## src/rtl/mcfq_pkg.sv

```systemverilog
// Shared types, constants and the CRC-16 byte step for the Modbus command frame queue.
package mcfq_pkg;

   // Frame ring
   localparam int QUEUE_DEPTH = 5;
   localparam int PTR_W       = (QUEUE_DEPTH > 1) ? $clog2(QUEUE_DEPTH) : 1;

   // Byte counter covers the eight bytes of a frame
   localparam int FRAME_BYTES = 8;
   localparam int CNT_W       = $clog2(FRAME_BYTES);
   localparam int CRC_BYTES   = 6;

   // Configuration port
   localparam int CSR_IDX_W  = 3;
   localparam int CSR_DATA_W = 16;

   typedef enum logic [CSR_IDX_W-1:0] {
      CSR_SLAVE_ADDR  = 3'd0,
      CSR_READ_FUNC   = 3'd1,
      CSR_READ_COUNT  = 3'd2,
      CSR_ANGLE_LIMIT = 3'd3,
      CSR_SPEED_LIMIT = 3'd4
   } csr_index_type;

   // Reset values of the configuration registers
   localparam logic [7:0]  RST_SLAVE_ADDR  = 8'd1;
   localparam logic [7:0]  RST_READ_FUNC   = 8'd3;
   localparam logic [15:0] RST_READ_COUNT  = 16'd10;
   localparam logic [14:0] RST_ANGLE_LIMIT = 15'd900;
   localparam logic [14:0] RST_SPEED_LIMIT = 15'd50;

   // Actions
   localparam logic ACTION_QUEUE = 1'b0;
   localparam logic ACTION_SEND  = 1'b1;

   // Command types
   localparam logic [7:0] CTRL_ANGLE = 8'd1;
   localparam logic [7:0] CTRL_START = 8'd2;
   localparam logic [7:0] CTRL_HOME  = 8'd3;
   localparam logic [7:0] CTRL_STOP  = 8'd4;
   localparam logic [7:0] CTRL_CLEAR = 8'd5;
   localparam logic [7:0] CTRL_SPEED = 8'd6;

   // Modbus registers and values
   localparam logic [7:0]  FUNC_WRITE_SINGLE = 8'h06;
   localparam logic [15:0] REG_ANGLE  = 16'h0022;
   localparam logic [15:0] REG_MODE   = 16'h001F;
   localparam logic [15:0] REG_CLEAR  = 16'h0020;
   localparam logic [15:0] REG_SPEED  = 16'h0021;
   localparam logic [15:0] VAL_START  = 16'h0002;
   localparam logic [15:0] VAL_HOME   = 16'h0003;
   localparam logic [15:0] VAL_STOP   = 16'h0001;
   localparam logic [15:0] VAL_CLEAR  = 16'hFFFF;
   localparam logic [15:0] READ_START = 16'h0000;

   // CRC-16/MODBUS
   localparam logic [15:0] CRC_INIT = 16'hFFFF;
   localparam logic [15:0] CRC_POLY = 16'hA001;

   localparam logic FRAME_CTRL = 1'b0;
   localparam logic FRAME_READ = 1'b1;

   typedef struct packed {
      logic        action;
      logic [7:0]  ctrl_type;
      logic signed [15:0] param;
   } req_payload_type;

   typedef struct packed {
      logic [7:0]  tx_byte;
      logic        last_byte;
      logic        frame_kind;
      logic signed [15:0] reported_angle;
   } rsp_payload_type;

   typedef struct packed {
      logic init;
      logic step;
   } crc_ctl_type;

   // One byte through the reflected CRC-16, eight bit steps
   function automatic logic [15:0] crc16_byte(input logic [15:0] crc, input logic [7:0] data);
      logic [15:0] c;
      c = crc ^ {8'h00, data};
      for (int k = 0; k < 8; k++) begin
         c = c[0] ? ((c >> 1) ^ CRC_POLY) : (c >> 1);
      end
      return c;
   endfunction

endpackage

```

## src/rtl/mcfq_crc.sv

```systemverilog
// Shared CRC-16/MODBUS unit: folds in one frame byte per step.
module mcfq_crc (
   input  logic                clock,
   input  mcfq_pkg::crc_ctl_type ctl,
   input  logic [7:0]          data,
   output logic [15:0]         crc
);
   import mcfq_pkg::*;

   logic [15:0] crc_ff;
   logic [15:0] crc_in;

   always_comb begin
      crc_in = crc_ff;
      if (ctl.init) begin
         crc_in = CRC_INIT;
      end else if (ctl.step) begin
         crc_in = crc16_byte(crc_ff, data);
      end
   end

   always_ff @(posedge clock) begin
      crc_ff <= crc_in;
   end

   assign crc = crc_ff;

endmodule

```

## src/rtl/modbus_command_frame_queue_core.sv

```systemverilog
// Modbus RTU command frame queue: builds write frames into a ring, sends them on tick.
// Queue command: busy through accept, CRC of six bytes on the shared CRC unit, ring write.
// Send tick, ring holds a frame: registered ring read, then 8 words, one per unstalled cycle.
// Send tick, ring empty: build the read request and its CRC, then 8 words.
// One item in flight; req_stall is high until the last word of a tick has been taken.
// Sync reset clears pointers and command history, presets config; ring contents undefined.
module modbus_command_frame_queue_core (
   input  logic                      clock,
   input  logic                      reset,
   // command input
   input  logic                      req_valid,
   output logic                      req_stall,
   input  mcfq_pkg::req_payload_type req_payload,
   // frame byte output
   output logic                      rsp_valid,
   input  logic                      rsp_stall,
   output mcfq_pkg::rsp_payload_type rsp_payload,
   // configuration
   input  logic                      csr_we,
   input  logic [mcfq_pkg::CSR_IDX_W-1:0]  csr_index,
   input  logic [mcfq_pkg::CSR_DATA_W-1:0] csr_wdata
);
   import mcfq_pkg::*;

   typedef enum logic [4:0] {
      ST_IDLE   = 5'b00001,
      ST_CRC    = 5'b00010,
      ST_FINISH = 5'b00100,
      ST_FETCH  = 5'b01000,
      ST_EMIT   = 5'b10000
   } state_type;

   // ---------------------------------------------------------------
   // Registers
   // ---------------------------------------------------------------
   state_type         state_ff, state_in;
   logic [CNT_W-1:0]  cnt_ff, cnt_in;          // CRC byte index, then output byte index
   logic [63:0]       frame_ff, frame_in;      // byte 0 in the low bits
   logic              kind_ff, kind_in;
   logic              store_ff, store_in;      // frame goes to the ring, not the wire
   logic [PTR_W-1:0]  wr_ptr_ff, wr_ptr_in;
   logic [PTR_W-1:0]  rd_ptr_ff, rd_ptr_in;
   logic [15:0]       prev_addr_ff, prev_addr_in;
   logic [15:0]       prev_val_ff, prev_val_in;
   logic signed [15:0] last_angle_ff, last_angle_in;

   logic [7:0]        slave_addr_ff;
   logic [7:0]        read_func_ff;
   logic [15:0]       read_count_ff;
   logic [14:0]       angle_limit_ff;
   logic [14:0]       speed_limit_ff;

   // Frame ring
   logic [63:0]       queue_mem [QUEUE_DEPTH];
   logic [63:0]       rd_data_ff;
   logic              mem_we;

   // Shared CRC unit
   crc_ctl_type       crc_ctl;
   logic [7:0]        crc_data;
   logic [15:0]       crc_value;
   logic [63:0]       crc_frame;

   // Command decode
   logic              req_accept;
   logic              rsp_accept;
   logic              ring_empty;
   logic [15:0]       cmd_addr;
   logic [15:0]       cmd_val;
   logic signed [15:0] cmd_angle;
   logic signed [16:0] param_ext;
   logic signed [16:0] lim_pos;
   logic signed [16:0] lim_neg;

   assign req_accept = req_valid && !req_stall;
   assign rsp_accept = rsp_valid && !rsp_stall;
   assign ring_empty = (rd_ptr_ff == wr_ptr_ff);

   assign req_stall = (state_ff != ST_IDLE);
   assign rsp_valid = (state_ff == ST_EMIT);

   assign rsp_payload.tx_byte        = frame_ff[7:0];
   assign rsp_payload.last_byte      = (cnt_ff == CNT_W'(FRAME_BYTES - 1));
   assign rsp_payload.frame_kind     = kind_ff;
   assign rsp_payload.reported_angle = last_angle_ff;

   // Write-single-register payload per command type; unknown types repeat the last one
   always_comb begin
      param_ext = {req_payload.param[15], req_payload.param};
      lim_pos   = $signed({2'b00, angle_limit_ff});
      lim_neg   = -lim_pos;
      cmd_angle = last_angle_ff;
      cmd_addr  = prev_addr_ff;
      cmd_val   = prev_val_ff;

      if (param_ext > lim_pos) begin
         cmd_angle = lim_pos[15:0];
      end else if (param_ext < lim_neg) begin
         cmd_angle = lim_neg[15:0];
      end else begin
         cmd_angle = req_payload.param;
      end

      case (req_payload.ctrl_type)
         CTRL_ANGLE: begin
            cmd_addr = REG_ANGLE;
            cmd_val  = cmd_angle;
         end
         CTRL_START: begin
            cmd_addr = REG_MODE;
            cmd_val  = VAL_START;
         end
         CTRL_HOME: begin
            cmd_addr = REG_MODE;
            cmd_val  = VAL_HOME;
         end
         CTRL_STOP: begin
            cmd_addr = REG_MODE;
            cmd_val  = VAL_STOP;
         end
         CTRL_CLEAR: begin
            cmd_addr = REG_CLEAR;
            cmd_val  = VAL_CLEAR;
         end
         CTRL_SPEED: begin
            cmd_addr = REG_SPEED;
            // negative or over the limit: send the limit
            if (req_payload.param[15] || (req_payload.param > $signed({1'b0, speed_limit_ff}))) begin
               cmd_val = {1'b0, speed_limit_ff};
            end else begin
               cmd_val = req_payload.param;
            end
         end
         default: begin
            cmd_addr = prev_addr_ff;
            cmd_val  = prev_val_ff;
         end
      endcase
   end

   // CRC bytes go in wire order; high byte of each 16-bit field first
   assign crc_data  = frame_ff[8*cnt_ff +: 8];
   assign crc_frame = {crc_value, frame_ff[47:0]};

   mcfq_crc u_crc (
      .clock (clock),
      .ctl   (crc_ctl),
      .data  (crc_data),
      .crc   (crc_value)
   );

   // ---------------------------------------------------------------
   // Sequencer
   // ---------------------------------------------------------------
   always_comb begin
      state_in      = state_ff;
      cnt_in        = cnt_ff;
      frame_in      = frame_ff;
      kind_in       = kind_ff;
      store_in      = store_ff;
      wr_ptr_in     = wr_ptr_ff;
      rd_ptr_in     = rd_ptr_ff;
      prev_addr_in  = prev_addr_ff;
      prev_val_in   = prev_val_ff;
      last_angle_in = last_angle_ff;
      crc_ctl.init  = 1'b0;
      crc_ctl.step  = 1'b0;
      mem_we        = 1'b0;

      unique case (state_ff)
         ST_IDLE: begin
            if (req_accept) begin
               cnt_in = '0;
               if (req_payload.action == ACTION_QUEUE) begin
                  prev_addr_in = cmd_addr;
                  prev_val_in  = cmd_val;
                  if (req_payload.ctrl_type == CTRL_ANGLE) begin
                     last_angle_in = cmd_angle;
                  end
                  frame_in     = {16'h0000, cmd_val[7:0], cmd_val[15:8],
                                  cmd_addr[7:0], cmd_addr[15:8],
                                  FUNC_WRITE_SINGLE, slave_addr_ff};
                  kind_in      = FRAME_CTRL;
                  store_in     = 1'b1;
                  crc_ctl.init = 1'b1;
                  state_in     = ST_CRC;
               end else if (!ring_empty) begin
                  state_in = ST_FETCH;
               end else begin
                  frame_in     = {16'h0000, read_count_ff[7:0], read_count_ff[15:8],
                                  READ_START[7:0], READ_START[15:8],
                                  read_func_ff, slave_addr_ff};
                  kind_in      = FRAME_READ;
                  store_in     = 1'b0;
                  crc_ctl.init = 1'b1;
                  state_in     = ST_CRC;
               end
            end
         end
         ST_CRC: begin
            crc_ctl.step = 1'b1;
            if (cnt_ff == CNT_W'(CRC_BYTES - 1)) begin
               cnt_in   = '0;
               state_in = ST_FINISH;
            end else begin
               cnt_in = cnt_ff + 1'b1;
            end
         end
         ST_FINISH: begin
            if (store_ff) begin
               mem_we    = 1'b1;
               wr_ptr_in = (wr_ptr_ff == PTR_W'(QUEUE_DEPTH - 1)) ? '0 : wr_ptr_ff + 1'b1;
               state_in  = ST_IDLE;
            end else begin
               frame_in = crc_frame;
               state_in = ST_EMIT;
            end
         end
         ST_FETCH: begin
            // rd_data_ff was read at the tick's accept edge
            frame_in  = rd_data_ff;
            kind_in   = FRAME_CTRL;
            rd_ptr_in = (rd_ptr_ff == PTR_W'(QUEUE_DEPTH - 1)) ? '0 : rd_ptr_ff + 1'b1;
            state_in  = ST_EMIT;
         end
         ST_EMIT: begin
            if (rsp_accept) begin
               if (rsp_payload.last_byte) begin
                  state_in = ST_IDLE;
               end else begin
                  frame_in = {8'h00, frame_ff[63:8]};
                  cnt_in   = cnt_ff + 1'b1;
               end
            end
         end
         default: begin
            state_in = ST_IDLE;
         end
      endcase
   end

   always_ff @(posedge clock) begin
      if (reset) begin
         state_ff      <= ST_IDLE;
         cnt_ff        <= '0;
         wr_ptr_ff     <= '0;
         rd_ptr_ff     <= '0;
         prev_addr_ff  <= '0;
         prev_val_ff   <= '0;
         last_angle_ff <= '0;
      end else begin
         state_ff      <= state_in;
         cnt_ff        <= cnt_in;
         wr_ptr_ff     <= wr_ptr_in;
         rd_ptr_ff     <= rd_ptr_in;
         prev_addr_ff  <= prev_addr_in;
         prev_val_ff   <= prev_val_in;
         last_angle_ff <= last_angle_in;
      end
   end

   always_ff @(posedge clock) begin
      frame_ff <= frame_in;
      kind_ff  <= kind_in;
      store_ff <= store_in;
   end

   // Ring memory: one write port, one registered read port
   always_ff @(posedge clock) begin
      if (mem_we) begin
         queue_mem[wr_ptr_ff] <= crc_frame;
      end
      rd_data_ff <= queue_mem[rd_ptr_ff];
   end

   // ---------------------------------------------------------------
   // Configuration registers; indexes past the list are ignored
   // ---------------------------------------------------------------
   always_ff @(posedge clock) begin
      if (reset) begin
         slave_addr_ff  <= RST_SLAVE_ADDR;
         read_func_ff   <= RST_READ_FUNC;
         read_count_ff  <= RST_READ_COUNT;
         angle_limit_ff <= RST_ANGLE_LIMIT;
         speed_limit_ff <= RST_SPEED_LIMIT;
      end else if (csr_we) begin
         unique case (csr_index)
            CSR_SLAVE_ADDR:  slave_addr_ff  <= csr_wdata[7:0];
            CSR_READ_FUNC:   read_func_ff   <= csr_wdata[7:0];
            CSR_READ_COUNT:  read_count_ff  <= csr_wdata;
            CSR_ANGLE_LIMIT: angle_limit_ff <= csr_wdata[14:0];
            CSR_SPEED_LIMIT: speed_limit_ff <= csr_wdata[14:0];
            default: begin
            end
         endcase
      end
   end

   // ---------------------------------------------------------------
   // Assertions
   // ---------------------------------------------------------------
   a_no_accept_while_emit: assert property (@(posedge clock) disable iff (reset)
      !(rsp_valid && !req_stall))
      else $error("input taken while a frame is being sent");

   a_last_word_ends: assert property (@(posedge clock) disable iff (reset)
      (rsp_accept && rsp_payload.last_byte) |=> (!rsp_valid && !req_stall))
      else $error("frame output did not end after the last word");

   a_ptr_range: assert property (@(posedge clock) disable iff (reset)
      (wr_ptr_ff <= PTR_W'(QUEUE_DEPTH - 1)) && (rd_ptr_ff <= PTR_W'(QUEUE_DEPTH - 1)))
      else $error("ring pointer out of range");

   a_write_only_on_queue: assert property (@(posedge clock) disable iff (reset)
      mem_we |-> (kind_ff == FRAME_CTRL && $past(state_ff) == ST_CRC))
      else $error("ring written outside a queue command");

endmodule
```

## config.mk

```make
export PLATFORM = sky130hd
export DESIGN_NAME = modbus_command_frame_queue_core
export DESIGN_NICKNAME = d
export VERILOG_FILES = /design/src/rtl/mcfq_pkg.sv /design/src/rtl/mcfq_crc.sv /design/src/rtl/modbus_command_frame_queue_core.sv
export SDC_FILE = /design/constraint.sdc
export NUM_CORES = 1
export LEC_CHECK = 0
export BUFFER_PORTS_ARGS = -buffer_cell sky130_fd_sc_hd__clkbuf_2
export CORE_MARGIN = 3
export CORE_UTILIZATION = 45
export CTS_CLUSTER_SIZE = 16
export DETAILED_ROUTE_END_ITERATION = 8
export SLEW_MARGIN = 10
export SYNTH_ARGS = -nofsm -noshare
export SYNTH_HDL_FRONTEND = slang
export SYNTH_HIERARCHICAL = 1
export SYNTH_SLANG_ARGS = --single-unit
```

## constraint.sdc

```tcl
create_clock -name clock -period 15.1 [get_ports clock]
set_input_delay 1.51 -clock clock [delete_from_list [all_inputs] [get_ports clock]]
set_output_delay 1.51 -clock clock [all_outputs]
set_load 0.005 [all_outputs]
```

Word-level counts from Yosys, hierarchy flattened
Memories as Yosys holds them, arrays and structs flattened. A register that Yosys moved wholly into a read port is not among the register bits.
Index checks and enable logic that the tools add are counted.
{"block": "word_totals", "reg_bits": 206, "in_bits": 49, "mem_bits_rw": 320, "mem_count": 1}
{"name": "queue_mem", "words": 5, "word_bits": 64, "read_ports": 1, "rd_clocked_by_memory_dff": 1, "write_ports": 1, "line_no": "modbus_command_frame_queue_core.sv:54", "source": "logic [63:0] queue_mem [QUEUE_DEPTH];"}
{"block": "op_classes", "n_bitwise": 11, "addsub": 4, "muxes": 49, "n_lt_le_gt_ge": 3, "reduce_logical": 25, "n_eq_ne": 29, "shifts": 1}
{"operator": "2-to-1 mux 64 bit", "n": 6}
{"operator": "case mux 64 bit (4 select lines)", "n": 1}
{"operator": "2-to-1 mux 16 bit", "n": 11}
{"operator": "case mux 16 bit (6 select lines)", "n": 1}
{"operator": "case mux 16 bit (4 select lines)", "n": 1}
{"operator": "variable part select 64 x 7 -> 8 bit", "n": 1}
{"operator": "> comparator 16 bit", "n": 2}
{"operator": "2-to-1 mux 5 bit", "n": 5}
{"operator": "case mux 5 bit (5 select lines)", "n": 1}
{"operator": "== test 8 x 3 -> 1 bit, second input constant", "n": 3}
{"operator": "NOT 2 -> 3 bit", "n": 8}
{"operator": "2-to-1 mux 3 bit", "n": 6}
{"operator": "< comparator 16 x 17 -> 1 bit", "n": 1}
{"operator": "negation 15 -> 17 bit", "n": 1}
{"operator": "== test 8 x 2 -> 1 bit, second input constant", "n": 2}
{"operator": "bitwise XOR 16 x 8 -> 16 bit", "n": 1}
{"operator": "== test 3 bit, second input constant", "n": 5}
{"operator": "2-to-1 mux 1 bit", "n": 13}
{"operator": "AND reduction 2 bit", "n": 6}
{"operator": "AND reduction 4 bit", "n": 3}
{"operator": "AND reduction 6 bit", "n": 2}
{"operator": "adder 3 x 1 -> 3 bit, second input constant", "n": 3}
{"operator": "case mux 3 bit (3 select lines)", "n": 1}
{"operator": "AND reduction 3 bit", "n": 3}
{"operator": "24 further kinds", "n": 35}

Logic depth before layout (Yosys ltp)
{"block": "logic_depth", "depth_word": 18, "ltp_mapped": 18}

Cells and area by module
The synthesis kept the hierarchy.
{"mod": "modbus_command_frame_queue_core", "cells_per_inst": 1806, "instances": 1, "area_each_um2": 24448.4}
{"mod": "mcfq_crc", "cells_per_inst": 81, "instances": 1, "area_each_um2": 783.3}

Worst setup path after synthesis
No wires, ideal clock.
{"block": "synth_path", "kind": "register to register", "from": "reg state_ff[4]", "to": "mem queue_mem[4][0], enable pin", "required_ps": 14433, "synth_period_minus_slack_ps": 8846, "setup_ps": 667, "path_slack_ps": 6254, "path_stages_with_launch": 6, "arrival_ps": 8179, "path_cell_list": "dfxtp_1 > or3_1 > nor3b_1 > clkbuf_1 > nand2_1 > nor4b_1"}
{"block": "synth_between", "elab_chain_cells": 4}
{"element": "from (decl)", "line_no": "modbus_command_frame_queue_core.sv:36", "source": "state_type state_ff, state_in;"}
{"element": "from (signal assigned)", "line_no": "modbus_command_frame_queue_core.sv:252", "source": "state_ff <= state_in;"}
{"element": "== test 5 x 3 -> 1 bit", "line_no": "modbus_command_frame_queue_core.sv:170", "source": "unique case (state_ff)"}
{"element": "2-to-1 mux 1 bit", "line_no": "modbus_command_frame_queue_core.sv:170"}
{"element": "2-to-1 mux 1 bit", "line_no": "modbus_command_frame_queue_core.sv:270", "source": "if (mem_we) begin"}
{"element": "2-to-1 mux 1 bit (not written as such)", "line_no": "modbus_command_frame_queue_core.sv:271", "source": "queue_mem[wr_ptr_ff] <= crc_frame;"}
{"element": "to (decl)", "line_no": "modbus_command_frame_queue_core.sv:54"}
No other way between the ends.

Final worst setup path
{"block": "layout_path", "from": "reg angle_limit_ff[1]", "to": "reg frame_ff[43] (data pin)"}
{"block": "layout_between", "elab_chain_cells": 8}
{"element": "from (decl)", "line_no": "modbus_command_frame_queue_core.sv:50", "source": "logic [14:0] angle_limit_ff;"}
{"element": "from (signal assigned)", "line_no": "modbus_command_frame_queue_core.sv:291", "source": "CSR_ANGLE_LIMIT: angle_limit_ff <= csr_wdata[14:0];"}
{"element": "negation 15 -> 17 bit", "line_no": "modbus_command_frame_queue_core.sv:91", "source": "lim_neg = -lim_pos;"}
{"element": "< comparator 16 x 17 -> 1 bit", "line_no": "modbus_command_frame_queue_core.sv:98", "source": "end else if (param_ext < lim_neg) begin"}
{"element": "2-to-1 mux 16 bit", "line_no": "modbus_command_frame_queue_core.sv:98"}
{"element": "2-to-1 mux 16 bit *", "line_no": "modbus_command_frame_queue_core.sv:96", "source": "if (param_ext > lim_pos) begin"}
{"element": "case mux 16 bit (6 select lines) *", "line_no": "modbus_command_frame_queue_core.sv:104", "source": "case (req_payload.ctrl_type)"}
{"element": "2-to-1 mux 64 bit *", "line_no": "modbus_command_frame_queue_core.sv:174", "source": "if (req_payload.action == ACTION_QUEUE) begin"}
{"element": "2-to-1 mux 64 bit *", "line_no": "modbus_command_frame_queue_core.sv:172", "source": "if (req_accept) begin"}
{"element": "case mux 64 bit (4 select lines) *", "line_no": "modbus_command_frame_queue_core.sv:170"}
{"element": "named net frame_in[43]", "line_no": "modbus_command_frame_queue_core.sv:38", "source": "logic [63:0] frame_ff, frame_in;"}
{"element": "to (signal assigned)", "line_no": "modbus_command_frame_queue_core.sv:263", "source": "frame_ff <= frame_in;"}
{"element": "to (decl)", "line_no": "modbus_command_frame_queue_core.sv:38"}
Mark *: on every way through the listed nets, which the timed path passes. The rest lies on a longest branch. The select of a mux whose other input is x is not followed.
A chain may end at the register's enable or synchronous reset.

==> Flow_metrics.wiki <==
{| class="wikitable"
! Metric !! Value
|-
| VDD IR max || 0.0992 mV
|-
| Leakage power summed over all cells || 9.91 nW
|-
| Worst Hold Launch || slave_addr_ff[7]
|-
| Required time at the worst-slack endpoint || 15.46 ns
|-
| Site Rows || 86
|-
| Vias in the first global route || 16,100
|-
| Peak fanout along the critical path || 20
|-
| Number of cells upsized or downsized after cts || 0
|-
| Post-route insts no fill || 2,735
|-
| Tightest Pin Transition || 1.11 ns
|-
| Filler Cells Inserted || 4,769
|-
| Post-synthesis instance area || 25,200 um2
|-
| Met1 usage || 34.4%
|-
| Arrival time worst endpoint || 5.53 ns
|-
| Post-layout total power || 3.73 mW
|-
| Result of the run || completed
|-
| RSZ-0062 raised after global routing || no
|-
| WL per Instance || 25.6 um
|-
| Final setup violation count || 0
|-
| Root buffer selected by CTS || sky130_fd_sc_hd__clkbuf_16
|-
| Number of violations reported at the end of detailed-routing iteration 0 || 1,914
|-
| Met2 global-route usage || 36.8%
|-
| Slack of the worst reg-to-reg path || 9.93 ns
|-
| Global-route wire length before repair || 106,000 um
|-
| Shortest clock period the worst path allows after layout || 5.17 ns
|-
| Largest area contributor in the netlist || sky130_fd_sc_hd__edfxtp_1
|-
| Depth of the most critical reg-to-reg path || 16
|-
| Worst R2R Start || angle_limit_ff[1]
|-
| Setup CP Type || reg2reg
|-
| Clock latency on the worst-skew pair || 0.64 ns
|-
| Drt via density || 5.94
|-
| Flop and latch count out of synthesis || 590
|-
| Initial standard-cell utilization of the core || 45.6%
|-
| Share of the clock period used by the worst path || 34.3%
|-
| Mapped Avg Cell Area || 13.4 um2
|-
| Worst hold path depth || 2
|-
| Synthesized Nets || 1,990
|-
| Launch point of the critical path || angle_limit_ff[1]
|-
| Most numerous cell types in the synthesized netlist || sky130_fd_sc_hd__edfxtp_1, sky130_fd_sc_hd__dfxtp_1, sky130_fd_sc_hd__nand2_1
|-
| Final routed DRC violation total || 0
|-
| Total of hold buffers inserted after clock tree synthesis || 0
|-
| Count of flip-flops with a built-in enable after synthesis || 386
|-
| Number of instances in the placed design || 2,619
|-
| Weighted congestion reported at the end of routability-driven placement || 0.928
|-
| Number of placed I/O pins || 77
|-
| Vias || 16,200
|-
| Max-cap viol count || 0
|-
| Layout Area Growth over Synthesis || 12.4%
|-
| Most used flip-flop cell after synthesis || sky130_fd_sc_hd__edfxtp_1
|-
| Global Route Usage Sum || 23.7%
|-
| Final count of pins violating max slew || 0
|-
| Number of instances in the synthesized netlist || 1,887
|-
| Core area || 55,300 um2
|-
| Sort of element at the start of the critical path || flip-flop
|-
| Summed negative setup slack over all endpoints || 0 ns
|-
| Sequential cell area fraction in the yosys report || 62.1%
|-
| Share of Yosys cell area claimed by the top area cell type || 45.9%
|-
| Count of synthesis-stage warnings from yosys || 6
|-
| Largest buffer count on any clock path || 3
|-
| Share of cells above drive strength 1 || 20.3%
|-
| Initial antenna violation count || 5
|-
| Dominant cells by area after synthesis || sky130_fd_sc_hd__edfxtp_1, sky130_fd_sc_hd__dfxtp_1, sky130_fd_sc_hd__mux4_2
|-
| Die area || 58,900 um2
|-
| Number of H-tree levels || 2
|-
| Worst setup EP type || flip-flop
|-
| Post-Route WL || 70,000 um
|-
| DP HPWL || 45,000 um
|-
| Post-layout net count || 2,036
|-
| Clock transition at the registers of the reported paths || 0.06 ns
|-
| Number of buffers inserted during clock tree synthesis || 60
|-
| Final worst slack || 9.93 ns
|-
| Clock tree from TritonCTS || built
|-
| Number of routed nets with antenna violations || 0
|-
| Final Hold Violating Endpoints || 0
|-
| FFs w/ async S/R, synth || 0%
|-
| Most repeated cell in the gate-level netlist after synthesis || sky130_fd_sc_hd__edfxtp_1
|-
| TritonRoute pass-1 iters || 7
|-
| Total number of clock tree sinks || 590
|-
| Hold WC Path Type || reg2reg
|-
| Max-slew headroom || 25.7%
|-
| Clock Skew || 0.0400 ns
|-
| Input/output buffers || 76
|-
| Peak Freq || 193 MHz
|-
| Pin count of the biggest net entering global routing || 82
|-
| Post-CTS setup buffer count || 0
|-
| Most heavily used metal layer in global routing || met2
|-
| Remaining Overflow, GRT || 0
|-
| Setup WS pre-CTS || 10.01 ns
|-
| Power density normalized to cell area || 132 nW/um2
|-
| Global-route met3 utilization || 4.26%
|-
| Vert. Die Dim || 243 um
|-
| Overall die width || 243 um
|-
| Number of distinct library cells after synthesis || 88
|}
==> flip-flops by register name, indices dropped and copies added, names as in the netlist, 15 cells and up <==
name	count
last_angle_ff	16
queue_mem	320
rd_data_ff	64
u_crc/crc	16
speed_limit_ff	15
frame_ff	64
angle_limit_ff	15
prev_addr_ff	16
read_count_ff	16
prev_val_ff	16
==> logic make-up after synthesis <==
group                      count (synthesis)  synth area share, %
DFF                                      590                 62.1
muxes                                    180                 11.5
xor gates and xnor gates                  35                 1.44
and+or+nand+nor                          473                 9.12
buffers and inverters                    201                 3.45
adders and majority gates                 54                 2.68
AOI/OAI and AO/OA                        354                 9.72
==> placed cells by master, fill, tap and decap left out, drive strengths merged, types with 29 or more instances in the layout <==
master	Yosys	routed
ha	54	54
inv	80	82
mux2	72	72
nand2	185	185
nor2	107	107
a21oi	128	128
a222oi	33	33
mux4	80	80
edfxtp	386	386
buf	51	29
dfxtp	204	204
nand3	47	47
clkbuf	69	153
o21ai	54	54
==> final timing paths <==
| check | endpoint |
|---|---|
| max | frame_ff[43] |
| min | slave_addr_ff[7] |
| max reg2reg | frame_ff[43] |
| min reg2reg | slave_addr_ff[7] |
==> worst max-delay path, stage by stage, from the launching register on <==
cell                       delay (ns)
sky130_fd_sc_hd__dfxtp_1         0.35
sky130_fd_sc_hd__inv_1           0.10
sky130_fd_sc_hd__ha_1            0.31
sky130_fd_sc_hd__nor3b_2         0.50
sky130_fd_sc_hd__nand2_1         0.23
sky130_fd_sc_hd__nor3b_1         0.36
sky130_fd_sc_hd__nand3_1         0.27
sky130_fd_sc_hd__xnor2_1         0.20
sky130_fd_sc_hd__ha_1            0.30
sky130_fd_sc_hd__nand4_1         0.16
sky130_fd_sc_hd__nor3_1          0.07
sky130_fd_sc_hd__a21o_1          0.21
sky130_fd_sc_hd__a311o_1         0.39
sky130_fd_sc_hd__nand2_1         0.62
sky130_fd_sc_hd__a21oi_1         0.09
sky130_fd_sc_hd__a311oi_1        0.61
sky130_fd_sc_hd__a21oi_1         0.13
==> stage by stage <==
step	cell area, um2	utilization, %	hold slack, ns
6_report	28400	51.3	0.455
5_1_grt	28400	51.3	0.480
4_1_cts	28400	51.3	0.458
3_5_place_dp	26300	47.5	0.444
3_3_place_gp	26300	47.5	0.441
2_1_floorplan	25200	-	0.430
==> report_power, final <==
group / switching, mW / total [mW] / internal [mW] / leakage, nW
combinational: 0.184 / 0.297 / 0.113 / 3.63
clock: 0.636 / 1.53 / 0.891 / 1.01
sequential: 0.0889 / 1.91 / 1.82 / 5.27
total: 0.909 / 3.73 / 2.82 / 9.91
==> routing by layer <==
layer	wire [um]	vias up
li1	-	7245
met1	31300	8247
met2	32100	647
met3	5060	105
met4	1560	4
met5	34	-
==> layout make-up <==
cell class / count / area [um2] / share of cell area [%]
Sequential cell: 590 / 15700 / 55.3
Multi-Input combinational cell: 1096 / 8760 / 30.9
Clock buffer: 78 / 1680 / 5.92
Tap cell: 748 / 936 / 3.30
Timing Repair Buffer: 104 / 593 / 2.09
Clock inverter: 36 / 393 / 1.39
Inverter: 81 / 309 / 1.09
Antenna cell: 2 / 5.00 / 0.0176
Note: power is estimated with default switching activity, not from simulation.
